### src/hdl/lrps_pkg.sv
// ----------------------------------------------------------------------------
// Lamp ramp controller package
// Shared payload types and phase codes for the lamp ramp and shutdown block.
// ----------------------------------------------------------------------------
package lrps_pkg;

   localparam int LEVEL_W = 8;
   localparam int COUNT_W = 14;
   localparam int CSR_W   = 14;

   // Configuration register indexes
   typedef enum logic [1:0] {
      CSR_FULL_LEVEL       = 2'd0,
      CSR_DIM_LEVEL        = 2'd1,
      CSR_SHUTDOWN_TICKS   = 2'd2,
      CSR_FULL_ON_SHUTDOWN = 2'd3
   } csr_index_type;

   typedef enum logic [1:0] {
      PH_RUN   = 2'd0,
      PH_COUNT = 2'd1,
      PH_RAMP  = 2'd2,
      PH_HALT  = 2'd3
   } phase_type;

   typedef enum logic {
      KIND_CONTROL = 1'b0,
      KIND_PWM     = 1'b1
   } kind_type;

   typedef struct packed {
      kind_type kind;
      logic     headlights_on;
      logic     park_selected;
      logic     ignition_on;
   } req_type;

   typedef struct packed {
      logic               lamp_out;
      logic               power_hold;
      logic [LEVEL_W-1:0] level;
      phase_type          phase;
   } rsp_type;

   localparam logic [LEVEL_W-1:0] FULL_LEVEL_RESET     = 8'd255;
   localparam logic [LEVEL_W-1:0] DIM_LEVEL_RESET      = 8'd128;
   localparam logic [COUNT_W-1:0] SHUTDOWN_TICKS_RESET = 14'd10000;

endpackage

### src/hdl/lamp_ramp_pwm_shutdown_controller.sv
// ----------------------------------------------------------------------------
// Lamp ramp, PWM and shutdown controller
// Daytime lamp brightness ramp with PWM drive and delayed power-down.
// ----------------------------------------------------------------------------
// Usage:
// Each transfer on the req_ channel is one tick: a control tick (kind 0)
// ramps the brightness one step towards its target and runs the
// ignition-off countdown, a PWM tick (kind 1) advances the 8-bit PWM
// counter, which latches the duty at wrap and drives the lamp pin.
// Every request produces exactly one transfer on the rsp_ channel carrying
// the lamp pin, the power latch, the ramped level and the phase after that
// tick.
// The response is held in an output register in the cycle after the request
// transfer. Throughput is one item per clock while the receiver keeps taking
// responses; the whole state update is a single pass of short logic from the
// state registers into the state and response registers.
// A new request is taken while a response is still waiting, as long as the
// receiver takes that response in the same cycle; when the receiver stalls,
// req_ready falls and the held response stays unchanged.
// The csr_ port writes the four settings; it is to be used while the block
// is idle, which the block does not enforce. Synchronous reset restores the
// default settings, clears the brightness, PWM and countdown state, returns
// to the running phase with the power latch set, and empties the response
// register. Once halted, the block state holds until reset.
// ----------------------------------------------------------------------------
module lamp_ramp_pwm_shutdown_controller (
   input  logic                         clock,
   input  logic                         reset,
   input  logic                         req_valid,
   output logic                         req_ready,
   input  lrps_pkg::req_type            req_data,
   output logic                         rsp_valid,
   input  logic                         rsp_ready,
   output lrps_pkg::rsp_type            rsp_data,
   input  logic                         csr_write_enable,
   input  lrps_pkg::csr_index_type      csr_index,
   input  logic [lrps_pkg::CSR_W-1:0]   csr_write_data
);
   import lrps_pkg::*;

   // Settings
   logic [LEVEL_W-1:0] full_level_ff;
   logic [LEVEL_W-1:0] dim_level_ff;
   logic [COUNT_W-1:0] shutdown_ticks_ff;
   logic               full_on_shutdown_ff;

   // Block state and its next values
   logic [LEVEL_W-1:0] bright_ff,   bright_in;
   logic [COUNT_W-1:0] countdown_ff, countdown_in;
   phase_type          mode_ff,     mode_in;
   logic [LEVEL_W-1:0] pwm_count_ff, pwm_count_in;
   logic [LEVEL_W-1:0] duty_ff,     duty_in;
   logic               lamp_ff,     lamp_in;
   logic               hold_ff,     hold_in;

   // Response register
   logic               rsp_valid_ff, rsp_valid_in;
   rsp_type            rsp_data_ff,  rsp_data_in;

   logic               req_take;
   logic [LEVEL_W-1:0] target;

   // A request is taken whenever the response register is empty or is
   // being emptied in this cycle.
   assign req_ready = !rsp_valid_ff || rsp_ready;
   assign req_take  = req_valid && req_ready;
   assign rsp_valid = rsp_valid_ff;
   assign rsp_data  = rsp_data_ff;

   // Next state for one tick. The steps follow one another in the same
   // order as the behaviour requires, all on narrow values.
   always_comb begin
      bright_in    = bright_ff;
      countdown_in = countdown_ff;
      mode_in      = mode_ff;
      pwm_count_in = pwm_count_ff;
      duty_in      = duty_ff;
      lamp_in      = lamp_ff;
      hold_in      = hold_ff;
      target       = req_data.headlights_on ? '0 :
                     (req_data.park_selected ? dim_level_ff : full_level_ff);

      if (req_take && mode_ff != PH_HALT) begin
         if (req_data.kind == KIND_PWM) begin
            pwm_count_in = pwm_count_ff + 1'b1;
            if (pwm_count_in == '0) begin
               duty_in = bright_ff;
               lamp_in = 1'b1;
            end
            if (pwm_count_in == duty_in) begin
               lamp_in = 1'b0;
            end
         end else if (mode_ff == PH_RAMP) begin
            if (bright_ff != '0) begin
               bright_in = bright_ff - 1'b1;
            end
            if (bright_in == '0) begin
               mode_in = PH_HALT;
               lamp_in = 1'b0;
               hold_in = 1'b0;
            end
         end else begin
            if (!req_data.ignition_on) begin
               if (mode_ff == PH_RUN) begin
                  countdown_in = shutdown_ticks_ff;
                  mode_in      = PH_COUNT;
               end
               if (full_on_shutdown_ff) begin
                  target = full_level_ff;
               end
            end else if (mode_ff == PH_COUNT) begin
               mode_in = PH_RUN;
            end

            if (target > bright_ff) begin
               bright_in = bright_ff + 1'b1;
            end else if (target < bright_ff) begin
               bright_in = bright_ff - 1'b1;
            end

            // Countdown runs after the brightness step; on expiry the first
            // ramp-down step is taken in the same tick.
            if (mode_in == PH_COUNT) begin
               if (countdown_in != '0) begin
                  countdown_in = countdown_in - 1'b1;
               end
               if (countdown_in == '0) begin
                  mode_in = PH_RAMP;
                  if (bright_in != '0) begin
                     bright_in = bright_in - 1'b1;
                  end
                  if (bright_in == '0) begin
                     mode_in = PH_HALT;
                     lamp_in = 1'b0;
                     hold_in = 1'b0;
                  end
               end
            end
         end
      end

      rsp_data_in.lamp_out   = lamp_in;
      rsp_data_in.power_hold = hold_in;
      rsp_data_in.level      = bright_in;
      rsp_data_in.phase      = mode_in;

      if (req_take) begin
         rsp_valid_in = 1'b1;
      end else if (rsp_ready) begin
         rsp_valid_in = 1'b0;
      end else begin
         rsp_valid_in = rsp_valid_ff;
      end
   end

   always_ff @(posedge clock) begin
      if (reset) begin
         full_level_ff       <= FULL_LEVEL_RESET;
         dim_level_ff        <= DIM_LEVEL_RESET;
         shutdown_ticks_ff   <= SHUTDOWN_TICKS_RESET;
         full_on_shutdown_ff <= 1'b1;
         bright_ff           <= '0;
         countdown_ff        <= '0;
         mode_ff             <= PH_RUN;
         pwm_count_ff        <= '0;
         duty_ff             <= '0;
         lamp_ff             <= 1'b0;
         hold_ff             <= 1'b1;
         rsp_valid_ff        <= 1'b0;
      end else begin
         if (csr_write_enable) begin
            case (csr_index)
               CSR_FULL_LEVEL: begin
                  full_level_ff <= csr_write_data[LEVEL_W-1:0];
               end
               CSR_DIM_LEVEL: begin
                  dim_level_ff <= csr_write_data[LEVEL_W-1:0];
               end
               CSR_SHUTDOWN_TICKS: begin
                  shutdown_ticks_ff <= csr_write_data[COUNT_W-1:0];
               end
               CSR_FULL_ON_SHUTDOWN: begin
                  full_on_shutdown_ff <= csr_write_data[0];
               end
               default: begin
               end
            endcase
         end
         bright_ff    <= bright_in;
         countdown_ff <= countdown_in;
         mode_ff      <= mode_in;
         pwm_count_ff <= pwm_count_in;
         duty_ff      <= duty_in;
         lamp_ff      <= lamp_in;
         hold_ff      <= hold_in;
         rsp_valid_ff <= rsp_valid_in;
      end
   end

   // The response payload is only loaded with a request transfer.
   always_ff @(posedge clock) begin
      if (req_take) begin
         rsp_data_ff <= rsp_data_in;
      end
   end

`ifndef SYNTHESIS
   // Once halted, the block stays halted until reset.
   a_halt_sticks: assert property (@(posedge clock) disable iff (reset)
      mode_ff == PH_HALT |=> mode_ff == PH_HALT)
      else $error("halted phase left without reset");

   // A halted block drives neither the lamp nor the power latch.
   a_halt_pins_clear: assert property (@(posedge clock) disable iff (reset)
      mode_ff == PH_HALT |-> !lamp_ff && !hold_ff && bright_ff == '0)
      else $error("pins or level not clear while halted");

   // An expired countdown always leaves the counting phase in the same tick.
   a_count_nonzero: assert property (@(posedge clock) disable iff (reset)
      mode_ff == PH_COUNT |-> countdown_ff != '0)
      else $error("counting phase with an expired countdown");

   // Every request transfer yields a response in the next cycle.
   a_req_to_rsp: assert property (@(posedge clock) disable iff (reset)
      req_take |=> rsp_valid_ff)
      else $error("request transfer without a response");
`endif

endmodule
### config.mk
export PLATFORM = sky130hd
export DESIGN_NAME = lamp_ramp_pwm_shutdown_controller
export DESIGN_NICKNAME = d
export VERILOG_FILES = /design/src/hdl/lrps_pkg.sv /design/src/hdl/lamp_ramp_pwm_shutdown_controller.sv
export SDC_FILE = /design/constraint.sdc
export NUM_CORES = 1
export LEC_CHECK = 0
export BUFFER_PORTS_ARGS = -buffer_cell sky130_fd_sc_hd__buf_4
export CAP_MARGIN = 10
export CORE_ASPECT_RATIO = 2
export CORE_UTILIZATION = 55
export DETAILED_ROUTE_END_ITERATION = 16
export GPL_ROUTABILITY_DRIVEN = 0
export PLACE_DENSITY = 0.76
export SLEW_MARGIN = 20
export SYNTH_ARGS = -nofsm -noshare
export SYNTH_HDL_FRONTEND = slang
export SYNTH_SLANG_ARGS = --single-unit
export TNS_END_PERCENT = 20
### constraint.sdc
create_clock -name clock -period 4.6 [get_ports clock]
set_clock_uncertainty 0.05 [all_clocks]
set_input_delay 0.23 -clock clock [delete_from_list [all_inputs] [get_ports clock]]
set_output_delay 0.23 -clock clock [all_outputs]
set_load 0.005 [all_outputs]
# == After elaboration in Yosys (flattened, before gate mapping) ==
# Cells that the tools add are included.
# W data, S select, Z words.
# totals
in_bits,25
output_inout_bits,14
word_cells,125
regBits,86
# classes
n_lt_le_gt_ge,2
bitwise,2
reduce_logical,20
muxes,72
n_eq_ne,8
addsub,5
# op_table
operator,n
$mux W8,30
$mux W14,11
$logic_not A8 Y1,3
$mux W2,12
$mux W1,19
$add A8 B1 Y8 const B,2
$reduce_bool A8 Y1,2
$sub A8 B1 Y8 const B,2
$logic_not A14 Y1,1
$reduce_bool A14 Y1,1
$sub A14 B1 Y14 const B,1
$reduce_and A2 Y1,5
$eq A8 B8 Y1,1
$gt A8 B8 Y1,1
$lt A8 B8 Y1,1
$eq A2 B1 Y1 const B,3
$eq A2 B2 Y1 const B,3
$logic_not A2 Y1,2
$reduce_and A3 Y1,1
$logic_and A1 B1 Y1,2
$ne A2 B2 Y1 const B,1
$not A1 Y1,2
$reduce_bool A2 Y1,1
$logic_not A1 Y1,1
$logic_or A1 B1 Y1,1

# == Depth between registers and ports, before layout ==
# Gate-level depths: netlist (run 1).
# logic_depth
depth_word,27
ltp_mapped,19

# == Least setup slack after synthesis (run 1) ==
# No wires, ideal clock.
# synth_timing
kind,register -> register
from,register mode_ff[0]
to,"register rsp_data_ff (netlist bit rsp_data[4]), data pin"
setup_ps,152
path_stages_with_launch,17
period_less_slack_ps,4605
arrival_time_ps,4403
t_required_ps,4398
path_slack_ps,-5
path_cell_list,dfxtp_1 -> buf_6 -> or3_1 -> buf_6 -> clkbuf_1 -> mux2i_1 -> ha_1 -> nor4b_1 -> nand3_1 -> a222oi_1 -> a211oi_1 -> or4b_1 -> or4_1 -> buf_2 -> or2_4 -> or4_4 -> a31oi_1
# synth_between
elab_chain_len,18
elab_cells_between_ends,30
classes_between,add/sub (1); eq/ne (4); mux (21); reduce/logical (4)
# synth_rtl
element,line,source
from (decl),lamp_ramp_pwm_shutdown_controller.sv:50,"phase_type mode_ff, mode_in;"
from (signal assigned),lamp_ramp_pwm_shutdown_controller.sv:191,mode_ff <= mode_in;
$logic_not A2 Y1,lamp_ramp_pwm_shutdown_controller.sv:104,if (mode_ff == PH_RUN) begin
$mux W14,lamp_ramp_pwm_shutdown_controller.sv:104,
$mux W14,lamp_ramp_pwm_shutdown_controller.sv:103,if (!req_data.ignition_on) begin
$mux W14,lamp_ramp_pwm_shutdown_controller.sv:93,end else if (mode_ff == PH_RAMP) begin
$mux W14,lamp_ramp_pwm_shutdown_controller.sv:84,if (req_data.kind == KIND_PWM) begin
$mux W14,lamp_ramp_pwm_shutdown_controller.sv:83,if (req_take && mode_ff != PH_HALT) begin
$sub A14 B1 Y14 or $reduce_bool A14 Y1 (tied branches),"lamp_ramp_pwm_shutdown_controller.sv:125, lamp_ramp_pwm_shutdown_controller.sv:124",
$mux W14,lamp_ramp_pwm_shutdown_controller.sv:124,if (countdown_in != '0) begin
(+3 left out),n/a,
$mux W14,lamp_ramp_pwm_shutdown_controller.sv:83,
$logic_not A14 Y1,lamp_ramp_pwm_shutdown_controller.sv:127,if (countdown_in == '0) begin
$mux W8,lamp_ramp_pwm_shutdown_controller.sv:127,
$mux W8,lamp_ramp_pwm_shutdown_controller.sv:123,if (mode_in == PH_COUNT) begin
$mux W8,lamp_ramp_pwm_shutdown_controller.sv:93,
$mux W8,lamp_ramp_pwm_shutdown_controller.sv:84,
$mux W8 *,lamp_ramp_pwm_shutdown_controller.sv:83,
named net bright_in[2],lamp_ramp_pwm_shutdown_controller.sv:48,"logic [LEVEL_W-1:0] bright_ff, bright_in;"
to (signal assigned),lamp_ramp_pwm_shutdown_controller.sv:203,rsp_data_ff <= rsp_data_in;
to (decl),lamp_ramp_pwm_shutdown_controller.sv:58,"rsp_type rsp_data_ff, rsp_data_in;"
# The timed path passes the listed nets; every way through them passes the cells marked *. The select of a mux whose other input is x is not followed.
# A chain may end at the register's enable or synchronous reset.

# == Final worst setup path (run 1) ==
# layout_timing
from,register shutdown_ticks_ff[0]
to,"register rsp_data_ff (netlist bit rsp_data[4]), data pin"
# layout_between
elab_chain_len,17
elab_cells_between_ends,18
classes_between,add/sub (1); mux (15); reduce/logical (2)
# layout_rtl
element,line,source
from (decl),lamp_ramp_pwm_shutdown_controller.sv:44,logic [COUNT_W-1:0] shutdown_ticks_ff;
from (signal assigned),lamp_ramp_pwm_shutdown_controller.sv:180,shutdown_ticks_ff <= csr_write_data[COUNT_W-1:0];
$mux W14 *,lamp_ramp_pwm_shutdown_controller.sv:104,
$mux W14 *,lamp_ramp_pwm_shutdown_controller.sv:103,
$mux W14 *,lamp_ramp_pwm_shutdown_controller.sv:93,
$mux W14 *,lamp_ramp_pwm_shutdown_controller.sv:84,
$mux W14 *,lamp_ramp_pwm_shutdown_controller.sv:83,
$sub A14 B1 Y14 or $reduce_bool A14 Y1 (tied branches),"lamp_ramp_pwm_shutdown_controller.sv:125, lamp_ramp_pwm_shutdown_controller.sv:124",
$mux W14 *,lamp_ramp_pwm_shutdown_controller.sv:124,
$mux W14 *,lamp_ramp_pwm_shutdown_controller.sv:123,
(+2 left out),n/a,
$mux W14 *,lamp_ramp_pwm_shutdown_controller.sv:83,
$logic_not A14 Y1 *,lamp_ramp_pwm_shutdown_controller.sv:127,
$mux W8 *,lamp_ramp_pwm_shutdown_controller.sv:127,
$mux W8 *,lamp_ramp_pwm_shutdown_controller.sv:123,
$mux W8 *,lamp_ramp_pwm_shutdown_controller.sv:93,
$mux W8 *,lamp_ramp_pwm_shutdown_controller.sv:84,
$mux W8 *,lamp_ramp_pwm_shutdown_controller.sv:83,
named net bright_in[2],lamp_ramp_pwm_shutdown_controller.sv:48,
# Marks and branches as above.

==> results.json, run 1 <==
{
  "outcome": "finished clean",
  "firstDrtPassIters": 7,
  "rsz0062_at_grt": "true",
  "die_height_um": 149,
  "peakVddDrop_mv": 0.304,
  "p_seq_share_pct": 36.9,
  "core_um2": 10500,
  "p_leak_nw": 2.74,
  "cap_viol_max_count": 0,
  "cts_max_level": 3,
  "ys_warn_count": 0,
  "pre_cts_ws_ps": -85.4,
  "hpwl_um": 14500,
  "critPathMaxFanout": 8,
  "fin_crit_ps": 4530,
  "ctsLongestPathBuffers": 2,
  "final_cell_mix": "nand2_1, nor2_1, buf_4",
  "grt_pass1_wl_um": 32900,
  "min_path_type": "in2reg",
  "syn-num-nets": 790,
  "critPathRequiredTime_ps": 4750,
  "synth_seq_area_share_pct": 31.2,
  "gr-usage-met1_pct": 37.2,
  "die_w_um": 75.3,
  "port_buffers": 38,
  "drive_gt1_share_pct": 15.8,
  "drt-initial-drc-count": 688,
  "cts_tree": "built",
  "antenna_cells": 0,
  "ys_seq_elements": 86,
  "rows": 53,
  "nets": 840,
  "critPathCaptureType": "flop",
  "grt-busiest-layer": "met2",
  "clock_latency_ps": 370,
  "grt_max_degree": 77,
  "clockRootBuffer": "clkbuf_16",
  "maxSlewViolCount": 0,
  "remaining_drc_errors": 0,
  "start_util_pct": 56.4,
  "swShare_pct": 34.6,
  "met2_usage_pct": 63.2,
  "fmax_mhz": 221,
  "wl_per_cell_um": 21.6,
  "grtUsageMet3_pct": 15.4,
  "hold_violations": 0,
  "synthArstFlopShare_pct": 0,
  "arrival_ps": 4670,
  "clkTransAtPathRegs_ps": 70,
  "setup_viol": 0,
  "switching_power_mw": 0.777,
  "slew_headroom_pct": 29.3,
  "grt_pass1_vias": 6336,
  "syn_avg_cell_area_um2": 7.87,
  "vias": 6378,
  "pwr-share-comb_pct": 28.8,
  "cts_sinks": 86,
  "antenna_found_initial": 0,
  "grt_usage_pct": 39.6,
  "timing.final.crit_share_pct": 98.4,
  "area_delta_synth_final_pct": 16.7,
  "die_area_um2": 11200,
  "power_density_nw_per_um2": 326,
  "layout_commonest_cell": "nand2_1",
  "cts_hold_buf": 0,
  "vias_per_cell": 6.76,
  "synth.distinct_cells": 67,
  "synthFlopType": "dfxtp_1",
  "syn_inst": 751,
  "final_core_util_pct": 65.8,
  "postRouteAntennaNets": 0,
  "setup_ws_ps": 73.6,
  "p_int_mw": 1.47,
  "worst_slew_pin_slew_ps": 1050,
  "clkPwrFrac_pct": 34.4,
  "syn_area_um2": 5910,
  "wirelength_um": 20300,
  "overflow": 0,
  "ioPinCount": 39,
  "fillCellCount": 928,
  "startpoint_type": "flop",
  "setup.worst_path.class": "reg2reg",
  "synth-edff-count": 12,
  "numCtsBuffers": 9
}
==> metrics by stage <==
stage	total power [mW]	cell area [um2]	cells	hold slack, ps	setup TNS [ps]
after global routing	2.33	6890	943	51.1	-253
after global placement	1.40	6460	920	393	0
after detailed placement	1.41	6460	920	404	-167
after CTS	2.17	6770	936	45.8	0
after floorplan	1.22	5910	751	298	0
final	2.25	6890	943	33.2	0
==> sequential cells by signal, indices dropped and copies added (netlist names) <==
name                 count
dim_level_ff             8
mode_ff                  2
duty_ff                  8
countdown_ff            14
rsp_valid                1
lamp_ff                  1
bright_ff                8
shutdown_ticks_ff       14
hold_ff                  1
pwm_count_ff             8
full_level_ff            8
rsp_data                12
full_on_shutdown_ff      1
==> critical path: stages (launching register included) <==
cell	delay (ps)
dfxtp_1	510
nor4b_1	430
nor2_1	160
ha_2	360
o21ai_0	150
a2111oi_0	530
a211oi_1	140
or4b_1	560
or4_4	590
or2_4	290
or4_4	430
a31oi_1	160
==> Yosys cell counts (9+ instances only) <==
library cell	number	share of area [%]
nand2_1	82	5.2
clkbuf_1	35	2.2
inv_1	18	1.1
nand4_1	13	1.4
a211oi_1	14	1.8
nand3_1	26	2.2
nand3b_1	9	1.1
nor2b_1	14	1.5
a21oi_1	49	4.2
nor3_1	22	1.9
nor4_1	14	1.5
xor2_1	10	1.5
o21ai_0	32	2.7
a22o_1	10	1.5
a211o_1	13	1.9
mux2i_1	39	6.6
nor2_1	82	5.2
edfxtp_1	12	6.1
o211ai_1	12	1.5
dfxtp_1	74	25
xnor2_1	15	2.2
and2_1	11	1.2
a21o_1	9	1.1
ha_1	14	3.0
==> cells by family after synthesis <==
group | after synthesis | share of synthesized area [%]
AOI/OAI and AO/OA | 197 | 22.7
xor gates and xnor gates | 25 | 3.71
buffers and inverters | 59 | 4.05
adders and majority gates | 14 | 2.97
DFF | 86 | 31.2
and+or+nand+nor | 326 | 27.8
muxes | 44 | 7.56
==> power groups by stage <==
stage,logic (mW),clock network (mW),registers (mW)
floorplan,0.384,0,0.832
global placement,0.558,0,0.840
detailed placement,0.574,0,0.841
CTS,0.580,0.766,0.824
global route,0.698,0.798,0.832
finish,0.646,0.771,0.828
==> worst paths after layout <==
kind / slack [ps] / startpoint / cells past startpoint / endpoint
worst max-delay path: 70 / shutdown_ticks_ff[0] / 11 / rsp_data[4]
worst min-delay path: 30 / csr_write_data[13] / 3 / shutdown_ticks_ff[13]
worst max register to register: 70 / shutdown_ticks_ff[0] / 11 / rsp_data[4]
worst min register to register: 430 / dim_level_ff[7] / 1 / dim_level_ff[7]
==> repair_timing <==
action                     CTS  global route
cloned                       0             0
gates resized for setup      2            13
buffers inserted             0             7
setup endpoints to repair    3            21
pin swaps                    0             4
==> routing by layer <==
metal | share of wire [%] | vias to the layer above | wire (um)
li1 | - | 2882 | -
met1 | 33 | 2945 | 6620
met2 | 51 | 396 | 10400
met3 | 6.8 | 155 | 1390
met4 | 9.4 | 0 | 1910
met5 | 0 | - | 0
==> final cells by class <==
cell class	instances	area [um2]	share of cell area, %
Clock buffer	9	225	3.27
Inverter	19	71.3	1.03
Multi-Input combinational cell	606	3910	56.8
Clock inverter	7	76.3	1.11
Timing Repair Buffer	79	593	8.61
Tap cell	137	171	2.49
Sequential cell	86	1840	26.7
No activity file was read; power rests on OpenSTA's default activity.
==> run 2, diff against run 1 <==
--- a/config.mk
+++ b/config.mk
@@ -5,7 +5,7 @@
 export SDC_FILE = /design/constraint.sdc
 export NUM_CORES = 1
 export LEC_CHECK = 0
-export BUFFER_PORTS_ARGS = -buffer_cell sky130_fd_sc_hd__buf_4
+export BUFFER_PORTS_ARGS = -buffer_cell sky130_fd_sc_hd__buf_2
 export CAP_MARGIN = 10
 export CORE_ASPECT_RATIO = 2
 export CORE_UTILIZATION = 55
==> results.json, run 2 (synthesized netlist as in run 1, its figures left out) <==
{
  "outcome": "finished clean",
  "nets": 844,
  "cts_hold_buf": 0,
  "vias": 6561,
  "antenna_cells": 0,
  "die_height_um": 149,
  "cp_top_family": "simple AND/OR/NAND/NOR gates",
  "fillCellCount": 910,
  "clockRootBuffer": "clkbuf_16",
  "p_leak_nw": 2.72,
  "arrival_ps": 4560,
  "grt_pass1_vias": 6481,
  "timing.final.crit_share_pct": 96.4,
  "critPathRequiredTime_ps": 4730,
  "max_stage_delay_ps": 570,
  "fmax_mhz": 225,
  "drt-initial-drc-count": 1028,
  "cts_tree": "built",
  "startpoint_type": "flop",
  "cp.depth": 12,
  "slew_headroom_pct": 34.1,
  "ff2ff_path_depth": 12,
  "ioPinCount": 39,
  "die_area_um2": 11200,
  "critPathMaxFanout": 5,
  "maxSlewViolCount": 0,
  "numCtsBuffers": 9,
  "clock_latency_ps": 360,
  "multi_input_area_um2": 3890,
  "remaining_drc_errors": 0,
  "fin_crit_ps": 4440,
  "vias_per_cell": 6.93,
  "setup.worst_path.class": "reg2reg",
  "hpwl_um": 15000,
  "crit_top_cell": "or4_4",
  "clkTransAtPathRegs_ps": 70,
  "die_w_um": 75.3,
  "timing.reg2reg.setup_slack_ps": 160,
  "cp_slowest_cell": "or4_4",
  "setup_viol": 0,
  "antenna_found_initial": 0,
  "design_area_um2": 6810,
  "ctsLongestPathBuffers": 2,
  "register_area_um2": 1840,
  "place_area_um2": 6410,
  "finalPower_mw": 2.22,
  "cp_cell_sequence": "or3_1 -> mux2i_1 -> ha_2 -> nor4b_2 -> nand3_1 -> a222oi_1 -> a211oi_1 -> or4b_1 -> or4_4 -> or2_4 -> or4_4 -> a31oi_1",
  "hold_violations": 0,
  "start_util_pct": 56.4,
  "cts_max_level": 3,
  "wl_per_cell_um": 22.2,
  "cts_sinks": 86,
  "firstDrtPassIters": 6,
  "area_delta_synth_final_pct": 15.2,
  "grt_usage_pct": 40.1,
  "critPathBufInv": 0,
  "worstSetupEndpoint": "rsp_data[4]",
  "overflow": 0,
  "peakVddDrop_mv": 0.226,
  "min_from": "csr_write_data[13]",
  "core_um2": 10500,
  "reg2reg_from": "mode_ff[1]",
  "wirelength_um": 21000,
  "cap_viol_max_count": 0,
  "critPathCaptureType": "flop",
  "rr_endpoint": "rsp_data[4]",
  "power_density_nw_per_um2": 326,
  "grt_pass1_wl_um": 34000,
  "port_buffers": 38,
  "rows": 53,
  "final_cell_mix": "nand2_1, nor2_1, dfxtp_1",
  "postRouteAntennaNets": 0,
  "grt_max_degree": 77,
  "min_path_type": "in2reg",
  "worstSetupStartpoint": "mode_ff[1]",
  "worst_slew_pin_slew_ps": 986,
  "drive_gt1_share_pct": 15.9
}
==> run 2: where the power goes <==
group	internal [mW]	total [mW]	switching (mW)
clock	0.413	0.769	0.356
sequential	0.795	0.825	0.0296
combinational	0.230	0.625	0.395
==> run 2: timing repair <==
item	4_1_cts	5_1_grt
buffers inserted	0	4
setup endpoints to repair	0	16
gates resized for setup	0	13
==> run 2: through the flow <==
stage / hold slack, ps / util, % / setup slack (ps) / cells / TNS [ps]
2_1_floorplan: 298 / - / 12.4 / 751 / 0
3_3_place_gp: 396 / 61.2 / 61.3 / 927 / 0
3_5_place_dp: 396 / 61.2 / -55.2 / 927 / -103
4_1_cts: 36.9 / 64.2 / 80.8 / 943 / 0
5_1_grt: 47.6 / 65.0 / -94.4 / 947 / -355
6_report: 33.0 / 65.0 / 165 / 947 / 0
==> run 2: worst min path at each step <==
stage | cells after the start | to | slack, ps
floorplan | 1 | full_on_shutdown_ff | 300
global route | 3 | shutdown_ticks_ff[9] | 50
finish | 3 | shutdown_ticks_ff[13] | 30
global placement | 3 | shutdown_ticks_ff[10] | 400
CTS | 3 | shutdown_ticks_ff[13] | 40
detailed placement | 3 | shutdown_ticks_ff[10] | 400
==> run 2: layout make-up <==
cell class	instances	share of cell area [%]
multi-input combinational	606	57.1
sequential	86	27.1
timing repair buffer	83	7.76
clock buffer	10	3.68
tap	137	2.52
inverter	19	1.05
clock inverter	6	0.827
==> run 2: layer usage <==
layer	track usage (%)	routed length [um]	up-vias
li1	-	-	2900
met1	37.0	6510	3017
met2	65.4	10400	446
met4	34.3	2400	0
met5	0	0	-
met3	16.1	1730	198
==> run 2: worst register-to-register path: stages (launching register included) <==
cell and delay [ps]:
dfxtp_1 320, or3_1 410, mux2i_1 220, ha_2 270
nor4b_2 270, nand3_1 160, a222oi_1 370, a211oi_1 100
or4b_1 550, or4_4 570, or2_4 300, or4_4 440
a31oi_1 220
